<file path="src/rtl/core/cil_pkg.sv">
// ----------------------------------------------------------------------------
// cil_pkg
// Types, codes and constants shared by the compacting id list core.
// ----------------------------------------------------------------------------
`timescale 1ns / 1ps
`default_nettype none

package cil_pkg;

    localparam int ID_W       = 16;
    localparam int ACTION_W   = 2;
    localparam int COUNT_W    = 5;
    localparam int DEPTH_DEF  = 16;

    localparam logic [ID_W-1:0] NO_ID = 16'hFFFF;

    // Action codes; the fourth code is unused and answers with an error.
    localparam logic [ACTION_W-1:0] ACT_ADD    = 2'd0;
    localparam logic [ACTION_W-1:0] ACT_DELETE = 2'd1;
    localparam logic [ACTION_W-1:0] ACT_QUERY  = 2'd2;

    typedef enum logic [2:0] {
        ST_IDLE,
        ST_DISPATCH,
        ST_SCAN,
        ST_SHIFT,
        ST_FINISH
    } state_t;

    typedef struct packed {
        logic               status;
        logic               found;
        logic [COUNT_W-1:0] count;
        logic               is_empty;
        logic               is_full;
    } result_t;

endpackage

`default_nettype wire

</file>
<file path="src/rtl/core/cil_if.sv">
// ----------------------------------------------------------------------------
// cil_if
// Valid/ready channel interfaces for requests and responses.
// ----------------------------------------------------------------------------
`timescale 1ns / 1ps
`default_nettype none

interface cil_req_if;
    import cil_pkg::*;

    logic                valid;
    logic                ready;
    logic [ACTION_W-1:0] action;
    logic [ID_W-1:0]     id_value;

    modport source (output valid, output action, output id_value, input ready);
    modport sink   (input valid, input action, input id_value, output ready);
endinterface

interface cil_rsp_if;
    import cil_pkg::*;

    logic               valid;
    logic               ready;
    logic               status;
    logic               found;
    logic [COUNT_W-1:0] count;
    logic               is_empty;
    logic               is_full;

    modport source (output valid, output status, output found, output count,
                    output is_empty, output is_full, input ready);
    modport sink   (input valid, input status, input found, input count,
                    input is_empty, input is_full, output ready);
endinterface

`default_nettype wire

</file>
<file path="src/rtl/core/compacting_id_list_core.sv">
// ----------------------------------------------------------------------------
// compacting_id_list_core
// Packed list of identifiers with append, delete-and-compact and membership.
// ----------------------------------------------------------------------------
// The core holds up to DEPTH 16-bit ids packed in slots 0..count-1 of a
// single-port-read RAM. It works on one request at a time: after a req
// transfer, ready stays low until the result has been handed to the rsp
// register, and it rises again in the cycle after that. An add, or any
// request that needs no scan (reserved id, empty list, action code 3), goes
// from DISPATCH straight to FINISH, where its result loads into the rsp
// register. A query or a delete reads and compares one slot per cycle. A
// query stops at its first hit, while a delete reads every live slot
// whether it hits or misses: after a hit at slot p it moves each of the
// count - 1 - p later entries down one slot per cycle. Scans and moves go
// one slot at a time because there is a single RAM read port and one id
// comparator. The reserved id 0xFFFF is never stored; add and delete of it
// return an error, a query of it returns not found. Action code 3 returns
// an error and leaves the list unchanged. The rsp stage is a holding
// register, so a new request is taken while an earlier result still waits
// to transfer; that request then holds in its last step until the rsp
// register frees up. There is no clearing pass: slot contents are only
// read below count.
// ----------------------------------------------------------------------------
`timescale 1ns / 1ps
`default_nettype none

module compacting_id_list_core
    import cil_pkg::*;
#(
    parameter int DEPTH = DEPTH_DEF
) (
    input  wire logic clk,
    input  wire logic rst_n,
    cil_req_if.sink   req,
    cil_rsp_if.source rsp
);

    localparam int AW = $clog2(DEPTH);

    logic            out_free;
    logic            res_load;
    result_t         res;
    logic            mem_wr_en;
    logic [AW-1:0]   mem_wr_addr;
    logic [ID_W-1:0] mem_wr_data;
    logic            mem_rd_en;
    logic [AW-1:0]   mem_rd_addr;
    logic [ID_W-1:0] mem_rd_data;

    logic            rsp_valid_reg, rsp_valid_next;
    result_t         rsp_data_reg;

    // Sequencer and shared comparator.
    cil_ctrl #(
        .DEPTH (DEPTH)
    ) u_ctrl (
        .clk         (clk),
        .rst_n       (rst_n),
        .req_valid   (req.valid),
        .req_action  (req.action),
        .req_id      (req.id_value),
        .req_ready   (req.ready),
        .out_free    (out_free),
        .res_load    (res_load),
        .res         (res),
        .mem_wr_en   (mem_wr_en),
        .mem_wr_addr (mem_wr_addr),
        .mem_wr_data (mem_wr_data),
        .mem_rd_en   (mem_rd_en),
        .mem_rd_addr (mem_rd_addr),
        .mem_rd_data (mem_rd_data)
    );

    // List storage.
    cil_mem #(
        .DEPTH (DEPTH),
        .WIDTH (ID_W)
    ) u_mem (
        .clk     (clk),
        .wr_en   (mem_wr_en),
        .wr_addr (mem_wr_addr),
        .wr_data (mem_wr_data),
        .rd_en   (mem_rd_en),
        .rd_addr (mem_rd_addr),
        .rd_data (mem_rd_data)
    );

    // The rsp register is free when empty or when its result transfers now.
    assign out_free = !rsp_valid_reg || rsp.ready;

    always_comb
    begin
        rsp_valid_next = rsp_valid_reg;
        if (res_load)
        begin
            rsp_valid_next = 1'b1;
        end
        else if (rsp.ready)
        begin
            rsp_valid_next = 1'b0;
        end
    end

    always_ff @(posedge clk or negedge rst_n)
    begin
        if (!rst_n)
        begin
            rsp_valid_reg <= 1'b0;
        end
        else
        begin
            rsp_valid_reg <= rsp_valid_next;
        end
    end

    // Hold the payload until the next result loads.
    always_ff @(posedge clk)
    begin
        if (res_load)
        begin
            rsp_data_reg <= res;
        end
    end

    assign rsp.valid    = rsp_valid_reg;
    assign rsp.status   = rsp_data_reg.status;
    assign rsp.found    = rsp_data_reg.found;
    assign rsp.count    = rsp_data_reg.count;
    assign rsp.is_empty = rsp_data_reg.is_empty;
    assign rsp.is_full  = rsp_data_reg.is_full;

endmodule

`default_nettype wire

</file>
<file path="src/rtl/core/cil_mem.sv">
// ----------------------------------------------------------------------------
// cil_mem
// Single write port, single read port list storage with registered read.
// ----------------------------------------------------------------------------
`timescale 1ns / 1ps
`default_nettype none

module cil_mem #(
    parameter int DEPTH = 16,
    parameter int WIDTH = 16,
    localparam int AW   = $clog2(DEPTH)
) (
    input  wire logic             clk,
    input  wire logic             wr_en,
    input  wire logic [AW-1:0]    wr_addr,
    input  wire logic [WIDTH-1:0] wr_data,
    input  wire logic             rd_en,
    input  wire logic [AW-1:0]    rd_addr,
    output logic      [WIDTH-1:0] rd_data
);

    logic [WIDTH-1:0] mem [DEPTH];

    always_ff @(posedge clk)
    begin
        if (wr_en)
        begin
            mem[wr_addr] <= wr_data;
        end
    end

    always_ff @(posedge clk)
    begin
        if (rd_en)
        begin
            rd_data <= mem[rd_addr];
        end
    end

endmodule

`default_nettype wire

</file>
<file path="src/rtl/core/cil_ctrl.sv">
// ----------------------------------------------------------------------------
// cil_ctrl
// Sequencer for add, delete and query; one shared id comparator scans the
// list one entry per cycle, and the same read port drives the compaction.
// ----------------------------------------------------------------------------
`timescale 1ns / 1ps
`default_nettype none

module cil_ctrl
    import cil_pkg::*;
#(
    parameter int DEPTH = DEPTH_DEF,
    localparam int AW   = $clog2(DEPTH),
    localparam int CW   = $clog2(DEPTH + 1)
) (
    input  wire logic                clk,
    input  wire logic                rst_n,
    input  wire logic                req_valid,
    input  wire logic [ACTION_W-1:0] req_action,
    input  wire logic [ID_W-1:0]     req_id,
    output logic                     req_ready,
    input  wire logic                out_free,
    output logic                     res_load,
    output result_t                  res,
    output logic                     mem_wr_en,
    output logic      [AW-1:0]       mem_wr_addr,
    output logic      [ID_W-1:0]     mem_wr_data,
    output logic                     mem_rd_en,
    output logic      [AW-1:0]       mem_rd_addr,
    input  wire logic [ID_W-1:0]     mem_rd_data
);

    state_t              state_reg, state_next;
    logic [ACTION_W-1:0] act_reg, act_next;
    logic [ID_W-1:0]     id_reg, id_next;
    logic [AW-1:0]       idx_reg, idx_next;
    logic [CW-1:0]       cnt_reg, cnt_next;
    logic                status_reg, status_next;
    logic                found_reg, found_next;

    logic                hit;
    logic                more_left;
    logic                id_reserved;
    logic                list_empty;
    logic [CW-1:0]       idx_plus;
    logic [CW+COUNT_W-1:0] cnt_wide;

    // Shared compare unit: current read word against the operand.
    assign hit         = (mem_rd_data == id_reg);
    assign idx_plus    = CW'(idx_reg) + CW'(1);
    assign more_left   = (idx_plus < cnt_reg);
    assign id_reserved = (id_reg == NO_ID);
    assign list_empty  = (cnt_reg == '0);
    assign cnt_wide    = {{COUNT_W{1'b0}}, cnt_reg};

    always_ff @(posedge clk or negedge rst_n)
    begin
        if (!rst_n)
        begin
            state_reg <= ST_IDLE;
            cnt_reg   <= '0;
        end
        else
        begin
            state_reg <= state_next;
            cnt_reg   <= cnt_next;
        end
    end

    always_ff @(posedge clk)
    begin
        act_reg    <= act_next;
        id_reg     <= id_next;
        idx_reg    <= idx_next;
        status_reg <= status_next;
        found_reg  <= found_next;
    end

    // Next state.
    always_comb
    begin
        state_next = state_reg;
        case (state_reg)
            ST_IDLE:
            begin
                if (req_valid)
                begin
                    state_next = ST_DISPATCH;
                end
            end
            ST_DISPATCH:
            begin
                case (act_reg)
                    ACT_DELETE, ACT_QUERY:
                    begin
                        state_next = (id_reserved || list_empty) ? ST_FINISH : ST_SCAN;
                    end
                    default:
                    begin
                        state_next = ST_FINISH;
                    end
                endcase
            end
            ST_SCAN:
            begin
                if (hit)
                begin
                    state_next = (act_reg == ACT_DELETE && more_left) ? ST_SHIFT : ST_FINISH;
                end
                else
                begin
                    state_next = more_left ? ST_SCAN : ST_FINISH;
                end
            end
            ST_SHIFT:
            begin
                state_next = more_left ? ST_SHIFT : ST_FINISH;
            end
            ST_FINISH:
            begin
                if (out_free)
                begin
                    state_next = ST_IDLE;
                end
            end
            default:
            begin
                state_next = ST_IDLE;
            end
        endcase
    end

    // Datapath control.
    always_comb
    begin
        req_ready   = 1'b0;
        res_load    = 1'b0;
        act_next    = act_reg;
        id_next     = id_reg;
        idx_next    = idx_reg;
        cnt_next    = cnt_reg;
        status_next = status_reg;
        found_next  = found_reg;
        mem_wr_en   = 1'b0;
        mem_wr_addr = cnt_reg[AW-1:0];
        mem_wr_data = id_reg;
        mem_rd_en   = 1'b0;
        mem_rd_addr = idx_reg + AW'(1);

        case (state_reg)
            ST_IDLE:
            begin
                req_ready   = 1'b1;
                act_next    = req_action;
                id_next     = req_id;
                status_next = 1'b0;
                found_next  = 1'b0;
            end
            ST_DISPATCH:
            begin
                case (act_reg)
                    ACT_ADD:
                    begin
                        if (id_reserved || cnt_reg >= CW'(DEPTH))
                        begin
                            status_next = 1'b1;
                        end
                        else
                        begin
                            mem_wr_en = 1'b1;
                            cnt_next  = cnt_reg + CW'(1);
                        end
                    end
                    ACT_DELETE, ACT_QUERY:
                    begin
                        if (id_reserved || list_empty)
                        begin
                            status_next = (act_reg == ACT_DELETE);
                        end
                        else
                        begin
                            mem_rd_en   = 1'b1;
                            mem_rd_addr = '0;
                            idx_next    = '0;
                        end
                    end
                    default:
                    begin
                        status_next = 1'b1;
                    end
                endcase
            end
            ST_SCAN:
            begin
                if (hit)
                begin
                    if (act_reg == ACT_QUERY)
                    begin
                        found_next = 1'b1;
                    end
                    else if (more_left)
                    begin
                        mem_rd_en = 1'b1;
                        idx_next  = idx_reg + AW'(1);
                    end
                    else
                    begin
                        cnt_next = cnt_reg - CW'(1);
                    end
                end
                else if (more_left)
                begin
                    mem_rd_en = 1'b1;
                    idx_next  = idx_reg + AW'(1);
                end
                else if (act_reg == ACT_DELETE)
                begin
                    status_next = 1'b1;
                end
            end
            ST_SHIFT:
            begin
                // Move entry idx down one place.
                mem_wr_en   = 1'b1;
                mem_wr_addr = idx_reg - AW'(1);
                mem_wr_data = mem_rd_data;
                if (more_left)
                begin
                    mem_rd_en = 1'b1;
                    idx_next  = idx_reg + AW'(1);
                end
                else
                begin
                    cnt_next = cnt_reg - CW'(1);
                end
            end
            ST_FINISH:
            begin
                res_load = out_free;
            end
            default:
            begin
                res_load = 1'b0;
            end
        endcase
    end

    always_comb
    begin
        res.status   = status_reg;
        res.found    = found_reg;
        res.count    = cnt_wide[COUNT_W-1:0];
        res.is_empty = list_empty;
        res.is_full  = (cnt_reg == CW'(DEPTH));
    end

endmodule

`default_nettype wire

</file>
<file path="src/flat_wrapper.sv">
// flat-port wrapper written by rule: the top's interface ports become plain ports
module compacting_id_list_core_flat import cil_pkg::*;
#(
    parameter int DEPTH = DEPTH_DEF
)
  (clk, rst_n, req_valid, req_action, req_id_value, req_ready, rsp_valid, rsp_status, rsp_found, rsp_count, rsp_is_empty, rsp_is_full, rsp_ready);
  cil_req_if req_i ();
  cil_rsp_if rsp_i ();
  input  wire logic clk;
  input  wire logic rst_n;
  input wire logic [$bits(req_i.valid)-1:0] req_valid;
  input wire logic [$bits(req_i.action)-1:0] req_action;
  input wire logic [$bits(req_i.id_value)-1:0] req_id_value;
  output wire logic [$bits(req_i.ready)-1:0] req_ready;
  output wire logic [$bits(rsp_i.valid)-1:0] rsp_valid;
  output wire logic [$bits(rsp_i.status)-1:0] rsp_status;
  output wire logic [$bits(rsp_i.found)-1:0] rsp_found;
  output wire logic [$bits(rsp_i.count)-1:0] rsp_count;
  output wire logic [$bits(rsp_i.is_empty)-1:0] rsp_is_empty;
  output wire logic [$bits(rsp_i.is_full)-1:0] rsp_is_full;
  input wire logic [$bits(rsp_i.ready)-1:0] rsp_ready;
  assign req_i.valid = req_valid;
  assign req_i.action = req_action;
  assign req_i.id_value = req_id_value;
  assign req_ready = req_i.ready;
  assign rsp_valid = rsp_i.valid;
  assign rsp_status = rsp_i.status;
  assign rsp_found = rsp_i.found;
  assign rsp_count = rsp_i.count;
  assign rsp_is_empty = rsp_i.is_empty;
  assign rsp_is_full = rsp_i.is_full;
  assign rsp_i.ready = rsp_ready;
  compacting_id_list_core #(.DEPTH(DEPTH)) u_core (.clk(clk), .rst_n(rst_n), .req(req_i), .rsp(rsp_i));
endmodule
</file>
<file path="config.mk">
export PLATFORM = sky130hd
export DESIGN_NAME = compacting_id_list_core_flat
export DESIGN_NICKNAME = d
export VERILOG_FILES = /design/src/rtl/core/cil_pkg.sv /design/src/rtl/core/cil_if.sv /design/src/rtl/core/compacting_id_list_core.sv /design/src/rtl/core/cil_mem.sv /design/src/rtl/core/cil_ctrl.sv /design/src/flat_wrapper.sv
export SDC_FILE = /design/constraint.sdc
export NUM_CORES = 1
export LEC_CHECK = 0
export ABC_AREA = 1
export BUFFER_PORTS_ARGS = -buffer_cell sky130_fd_sc_hd__buf_4
export CAP_MARGIN = 20
export CORE_AREA = 2 2 145 161
export CTS_BUF_LIST = sky130_fd_sc_hd__clkbuf_8
export DETAILED_ROUTE_END_ITERATION = 10
export DIE_AREA = 0 0 147 163
export PLACE_DENSITY = 0.86
export SETUP_SLACK_MARGIN = 0.3
export SLEW_MARGIN = 20
export SYNTH_ARGS = -nofsm -noshare
export SYNTH_HDL_FRONTEND = slang
export SYNTH_HIERARCHICAL = 1
export SYNTH_SLANG_ARGS = --single-unit
export TNS_END_PERCENT = 30
</file>
<file path="constraint.sdc">
create_clock -name clk -period 3.1 [get_ports clk]
set_input_delay 0.155 -clock clk [delete_from_list [all_inputs] [get_ports clk]]
set_output_delay 0.155 -clock clk [all_outputs]
set_load 0.01 [all_outputs]
</file>
==> After elaboration in Yosys (flattened, before gate mapping) <==
Memory sizes are Yosys's and may differ from the RTL's. A register that Yosys moved wholly into a read port is not among the register bits.
Index checks and enable logic that the tools add are counted.
{ "classes": {"eq_ne": 24, "n_lt_le_gt_ge": 2, "addsub": 5, "mux": 51, "n_reduce_logical": 18} }
{ "op_table": {"columns": ["cell", "count"], "rows": [
  ["two-way mux 4 bit", 9],
  ["two-way mux 5 bit", 5],
  ["two-way mux 3 bit", 8],
  ["!= test 2 bit (second input constant)", 11],
  ["two-way mux 1 bit", 20],
  ["== test 16 bit", 1],
  ["== test 16 bit (second input constant)", 1],
  ["two-way mux 16 bit", 1],
  ["one-hot mux 3 bit (5 select lines)", 1],
  ["one-hot mux 5 bit (3 select lines)", 1],
  ["one-hot mux 4 bit (3 select lines)", 1],
  ["!= test 3 bit (second input constant)", 3],
  ["== test 3 x 2 -> 1 bit (second input constant)", 2],
  ["one-hot mux 1 bit (2 select lines)", 3],
  ["one-hot mux 1 bit (3 select lines)", 2],
  ["AND reduction 6 bit", 1],
  ["nonzero test 3 bit", 2],
  ["adder 4 x 1 -> 5 bit (second input constant)", 1],
  ["adder 5 x 1 -> 5 bit (second input constant)", 1],
  ["== test 5 bit (second input constant)", 1],
  [">= comparator 5 bit (second input constant)", 1],
  ["logical NOT 5 bit", 1],
  ["less-than comparator 5 bit", 1],
  ["AND reduction 5 bit", 1],
  ["other kinds (18)", 21]
]} }
{ "word_totals": {"ram_bits": 256, "mem_count": 1, "wordCells": 114, "reg_bits": 42, "out_inout_bits": 11, "input_bits": 22} }
{ "mem_list": {"columns": ["name", "depth", "word_bits", "rd", "rd_ports_with_merged_regs", "wr", "line", "text"], "rows": [
  ["u_core.u_mem.mem", 16, 16, 1, 1, 1, "cil_mem.sv:22", "logic [WIDTH-1:0] mem [DEPTH];"]
]} }

==> Logic depth before layout (Yosys ltp) <==
{ "depth": {"word_depth": 7, "depth_mapped": 17, "depth_no_buf": 15} }

==> Hierarchy <==
The synthesis kept the hierarchy.
{ "by_module_without_submodules": {"columns": ["module", "cells_each", "area_per_inst_um2", "seq_area_each_um2", "n_inst"], "rows": [
  ["cil_mem", 1074, 11541.1, 8167.8, 1],
  ["cil_ctrl", 348, 2444.8, 920.9, 1],
  ["compacting_id_list_core", 14, 315.3, 295.3, 1]
]} }

==> Worst setup path after synthesis <==
Ideal clock, no wire load.
{ "synth_timing": {"path_kind": "register to register", "start": "reg u_core.u_ctrl.idx_reg[0]", "end": "reg u_core.u_mem.rd_data[0] (read register of u_core.u_mem.mem) (enable)", "path_stages_with_launch": 13, "n_path_buf": 0, "synth_period_minus_slack_ps": 2575, "arrival_time_ps": 2203, "path_slack_ps": 525, "path_cell_list": "edfxtp_1 -> ha_1 -> xor2_1 -> ha_1 -> nand2_1 -> nand2_1 -> nand2_1 -> nand3_1 -> inv_1 -> nand2_1 -> nand2_1 -> inv_1 -> nand2_1"} }
{ "synth_between": {"elab_chain_len": 6, "word_cells_on_any_way": 10} }
{ "synth_rtl": {"columns": ["element", "line", "text"], "rows": [
  ["start, declared", "cil_ctrl.sv:36", "logic [AW-1:0] idx_reg, idx_next;"],
  ["start signal, assigned", "cil_ctrl.sv:74", "idx_reg <= idx_next;"],
  ["adder 4 x 1 -> 5 bit (*)", "cil_ctrl.sv:50", "assign idx_plus = CW'(idx_reg) + CW'(1);"],
  ["less-than comparator 5 bit (*)", "cil_ctrl.sv:51", "assign more_left = (idx_plus < cnt_reg);"],
  ["two-way mux 1 bit (*)", "cil_ctrl.sv:201, cil_ctrl.sv:211, cil_ctrl.sv:227", null],
  ["two-way mux 1 bit", "cil_ctrl.sv:197", "if (act_reg == ACT_QUERY)"],
  ["two-way mux 1 bit", "cil_ctrl.sv:195", "if (hit)"],
  ["one-hot mux 1 bit (3 select lines) (*)", "cil_ctrl.sv:150", "case (state_reg)"],
  ["net u_core.mem_rd_en", "compacting_id_list_core.sv:46", "logic mem_rd_en;"],
  ["end, declared", "cil_mem.sv:19", "output logic [WIDTH-1:0] rd_data"]
]} }
The timed path passes the listed nets; every way through them passes the cells marked *.
A chain may end at the register's enable or synchronous reset.

==> Worst setup path in the final report <==
{ "layout_timing": {"start": "reg u_core.u_ctrl.state_reg[2]", "end": "mem u_core.u_mem.mem[8][9] (enable)"} }
{ "layout_between": {"word_cells_on_any_way": 6} }
{ "layout_rtl": {"columns": ["element", "line", "text"], "rows": [
  ["start, declared", "cil_ctrl.sv:33", "state_t state_reg, state_next;"],
  ["start signal, assigned", "cil_ctrl.sv:65", "state_reg <= state_next;"],
  ["== test 3 x 2 -> 1 bit", "cil_ctrl.sv:150", null],
  ["two-way mux 4 bit", "cil_ctrl.sv:150", null],
  ["net u_core.mem_wr_addr[2]", "compacting_id_list_core.sv:44", "logic [AW-1:0] mem_wr_addr;"],
  ["end, declared", "cil_mem.sv:22", null]
]} }
The timed path passes the listed nets, and every way through them passes these cells.

==> impl_metrics.tcl <==
set metrics [dict create \
    outcome "finished clean" \
    hp-start "req_id_value[10]" \
    nets 1584 \
    yosysSeqAreaShare 0.656 \
    fmax_mhz 372 \
    clkSinkCount 314 \
    synth_cells 1436 \
    p_sw_frac 0.422 \
    required_ns 3.33 \
    setup_viol 0 \
    clockBufferDepth 3 \
    syn-num-nets 1471 \
    worstPathCellList "inv_2 -> nand2_4 -> nor2_2 -> buf_4 -> o21ai_0 -> nand3b_1 -> nor2_1 -> buf_4" \
    slew_headroom 0.441 \
    power_mw 17.0 \
    synth.ff_latch_count 314 \
    critPathMaxFanout 37 \
    num_antenna_cells 0 \
    syn2layout_area_growth_pct 13.8 \
    ys_types 30 \
    dpl.hpwl_microns 21000 \
    pwr-share-comb 0.448 \
    irDropWorstVdd_mv 0.937 \
    tns_ns 0 \
    numPortBuffers 32 \
    grt_pass1_wl_microns 55100 \
    fillCellCount 1411 \
    largest_reg_flops 256 \
    p_seq_frac 0.359 \
    p_int_mw 9.83 \
    clk_pin_slew_worst_paths_ns 0.06 \
    end_kind "flop" \
    skew_ns 0.0341 \
    p_per_area_nw_per_um2 1040 \
    htreeDepth 2 \
    critical_path.startpoint "u_core/u_ctrl/state_reg[2]" \
    min_path_type "primary input to flop" \
    dieHeight_microns 163 \
    path_class "flop to flop" \
    worst_pin_slew_ns 0.832 \
    dieArea_sq_um 24000 \
    min_period_ns 2.69 \
    cp-start-kind "flop" \
    cts_tree "built" \
    antenna_found_initial 0 \
    grt_pass1_vias 10500 \
    slew_violations 0 \
    p_sw_mw 7.17 \
    maxCapViolCount 0 \
    cts_root_buf "clkbuf_8" \
    cts_made_buffers 49 \
    post-route-drc-count 0 \
    hold_ws_ns 0.306 \
    vias 10600 \
    synth_area_per_cell_sq_um 9.96 \
    grt_overflow 0 \
    crit_top_cell "buf_4" \
    dr.pass1.iters 6 \
    clock_power_share 0.193 \
    clock_latency_ns 0.57 \
    max_stage_delay_ns 0.45 \
    r2r-start "u_core/u_ctrl/state_reg[2]" \
    wl_per_cell_microns 18.8 \
    drt_iter0_drc 1289 \
    hold_viol 0 \
    initial_core_util 0.636 \
    yosysWarningCount 6 \
    fp.dieW_microns 147 \
    rows 58 \
    grt_max_degree 89 \
    rsz0062_at_grt "yes" \
    netlist_area_sq_um 14300 \
    fin_crit_sh 0.867 \
    ios 33 \
    ant_nets 0 \
    place_congestion 0.858 \
    worstPathArrival_ns 2.92 \
    viasPerCell 5.66 \
    coreArea_sq_um 22500 \
    p_leak_nw 7.26 \
    postRouteWirelength_microns 35300 \
    drive_gt1_frac 0.117 \
    grt_usage 0.301 \
    slowest_stage "dfrtp_1" \
]
==> power by group through the flow <==
stage	registers, mW	logic (mW)	clock network (mW)
final	6.10	7.62	3.28
after floorplan	6.08	5.10	0
after global routing	6.14	8.28	3.47
after detailed placement	6.17	7.26	0
after CTS	6.09	7.39	3.29
after global placement	6.14	7.02	0
==> cell families (layout without fill, tap and decap cells) <==
group / count (synthesis) / in the layout / synth area share
buffers and inverters: 326 / 471 / 0.0947
AO/OA/AOI/OAI: 37 / 37 / 0.0131
adder cells (fa/ha/maj): 13 / 13 / 0.0119
flip-flops: 314 / 314 / 0.656
AND/OR/NAND/NOR: 738 / 738 / 0.219
XOR/XNOR: 8 / 8 / 0.00490
==> worst paths after layout <==
check                                        endpoint  slack (ns)  cells after the start
setup reg to reg               u_core/u_mem/mem[8][9]        0.41                      8
hold reg to reg                      u_core/rsp.found        0.42                      0
hold / removal               u_core/u_ctrl/id_reg[10]        0.31                      2
max in group asynchronous  u_core/u_ctrl/state_reg[2]        2.14                      3
setup / recovery               u_core/u_mem/mem[8][9]        0.41                      8
min in group asynchronous    u_core/u_ctrl/cnt_reg[3]        0.64                      3
==> cells in the mapped netlist <==
cell,number,area [sq um]
nor2_1,47,176
buf_2,22,110
xor2_1,7,61.3
clkbuf_1,12,45.0
nor3_2,1,10.0
xnor2_1,1,8.76
a21oi_1,8,40.0
ha_1,12,150
buf_1,1,3.75
nor3_1,3,15.0
nor2_2,3,18.8
a211oi_1,1,7.51
inv_1,259,972
nand3_1,208,1040
inv_4,1,6.26
clkinv_1,1,3.75
edfxtp_1,305,9160
o21ai_0,28,140
buf_6,3,33.8
nand2_2,3,18.8
buf_4,21,158
nand4_1,4,25.0
fa_1,1,20.0
dfrtp_1,9,225
nor2_4,3,33.8
nand2_4,3,33.8
nand3b_1,2,15.0
nand2_1,460,1730
nor2_8,1,20.0
inv_2,6,22.5
==> worst max-delay path: cells and delay by family, from the launching register on <==
| family | cells | cell delay [ns] |
|---|---|---|
| flops | 1 | 0.45 |
| simple gates | 4 | 0.83 |
| buf+inv | 3 | 0.80 |
| compound gates | 1 | 0.26 |
==> what timing repair did <==
| action | CTS | global route |
|---|---|---|
| hold buffers | 22 | 0 |
| endpoints found under the hold margin | 29 | 0 |
| resized for setup | 0 | 2 |
| endpoints found under the setup margin | 0 | 19 |
| setup buffers | 0 | 2 |
==> routing by layer <==
| layer | global-route usage | vias up | part of all wire |
|---|---|---|---|
| met5 | 0 | - | 0 |
| met4 | 0.142 | 0 | 0.043 |
| met3 | 0.0552 | 127 | 0.11 |
| met2 | 0.522 | 741 | 0.50 |
| met1 | 0.368 | 4940 | 0.35 |
| li1 | - | 4830 | - |
==> per-stage QoR <==
step / util / setup WS, ns / cells / cell area [sq um]
final: 0.724 / 0.414 / 1881 / 16300
after global routing: 0.724 / 0.287 / 1881 / 16300
after CTS: 0.722 / 0.395 / 1879 / 16200
after detailed placement: 0.672 / 0.441 / 1774 / 15100
after global placement: 0.672 / 0.416 / 1774 / 15100
after floorplan: - / 0.525 / 1436 / 14300
==> placed cells by master, fill, tap and decap left out, types with 8 or more instances in the layout <==
cell type	netlist	layout
nand2_1	460	460
edfxtp_1	305	305
inv_1	259	272
nand3_1	208	208
buf_4	21	94
clkbuf_8	0	53
nor2_1	47	45
o21ai_0	28	28
dlygate4sd3_1	0	22
ha_1	12	12
clkinv_1	1	10
dfrtp_1	9	9
a21oi_1	8	8
==> layout make-up <==
type / count / area [sq um] / area share
Timing Repair Buffer: 121 / 1030 / 0.0630
Clock inverter: 30 / 174 / 0.0107
Sequential cell: 314 / 9380 / 0.576
Multi-Input combinational cell: 796 / 3580 / 0.220
Clock buffer: 53 / 729 / 0.0448
Inverter: 267 / 1010 / 0.0619
Tap cell: 300 / 375 / 0.0231
(Power assumes the default switching activity.)
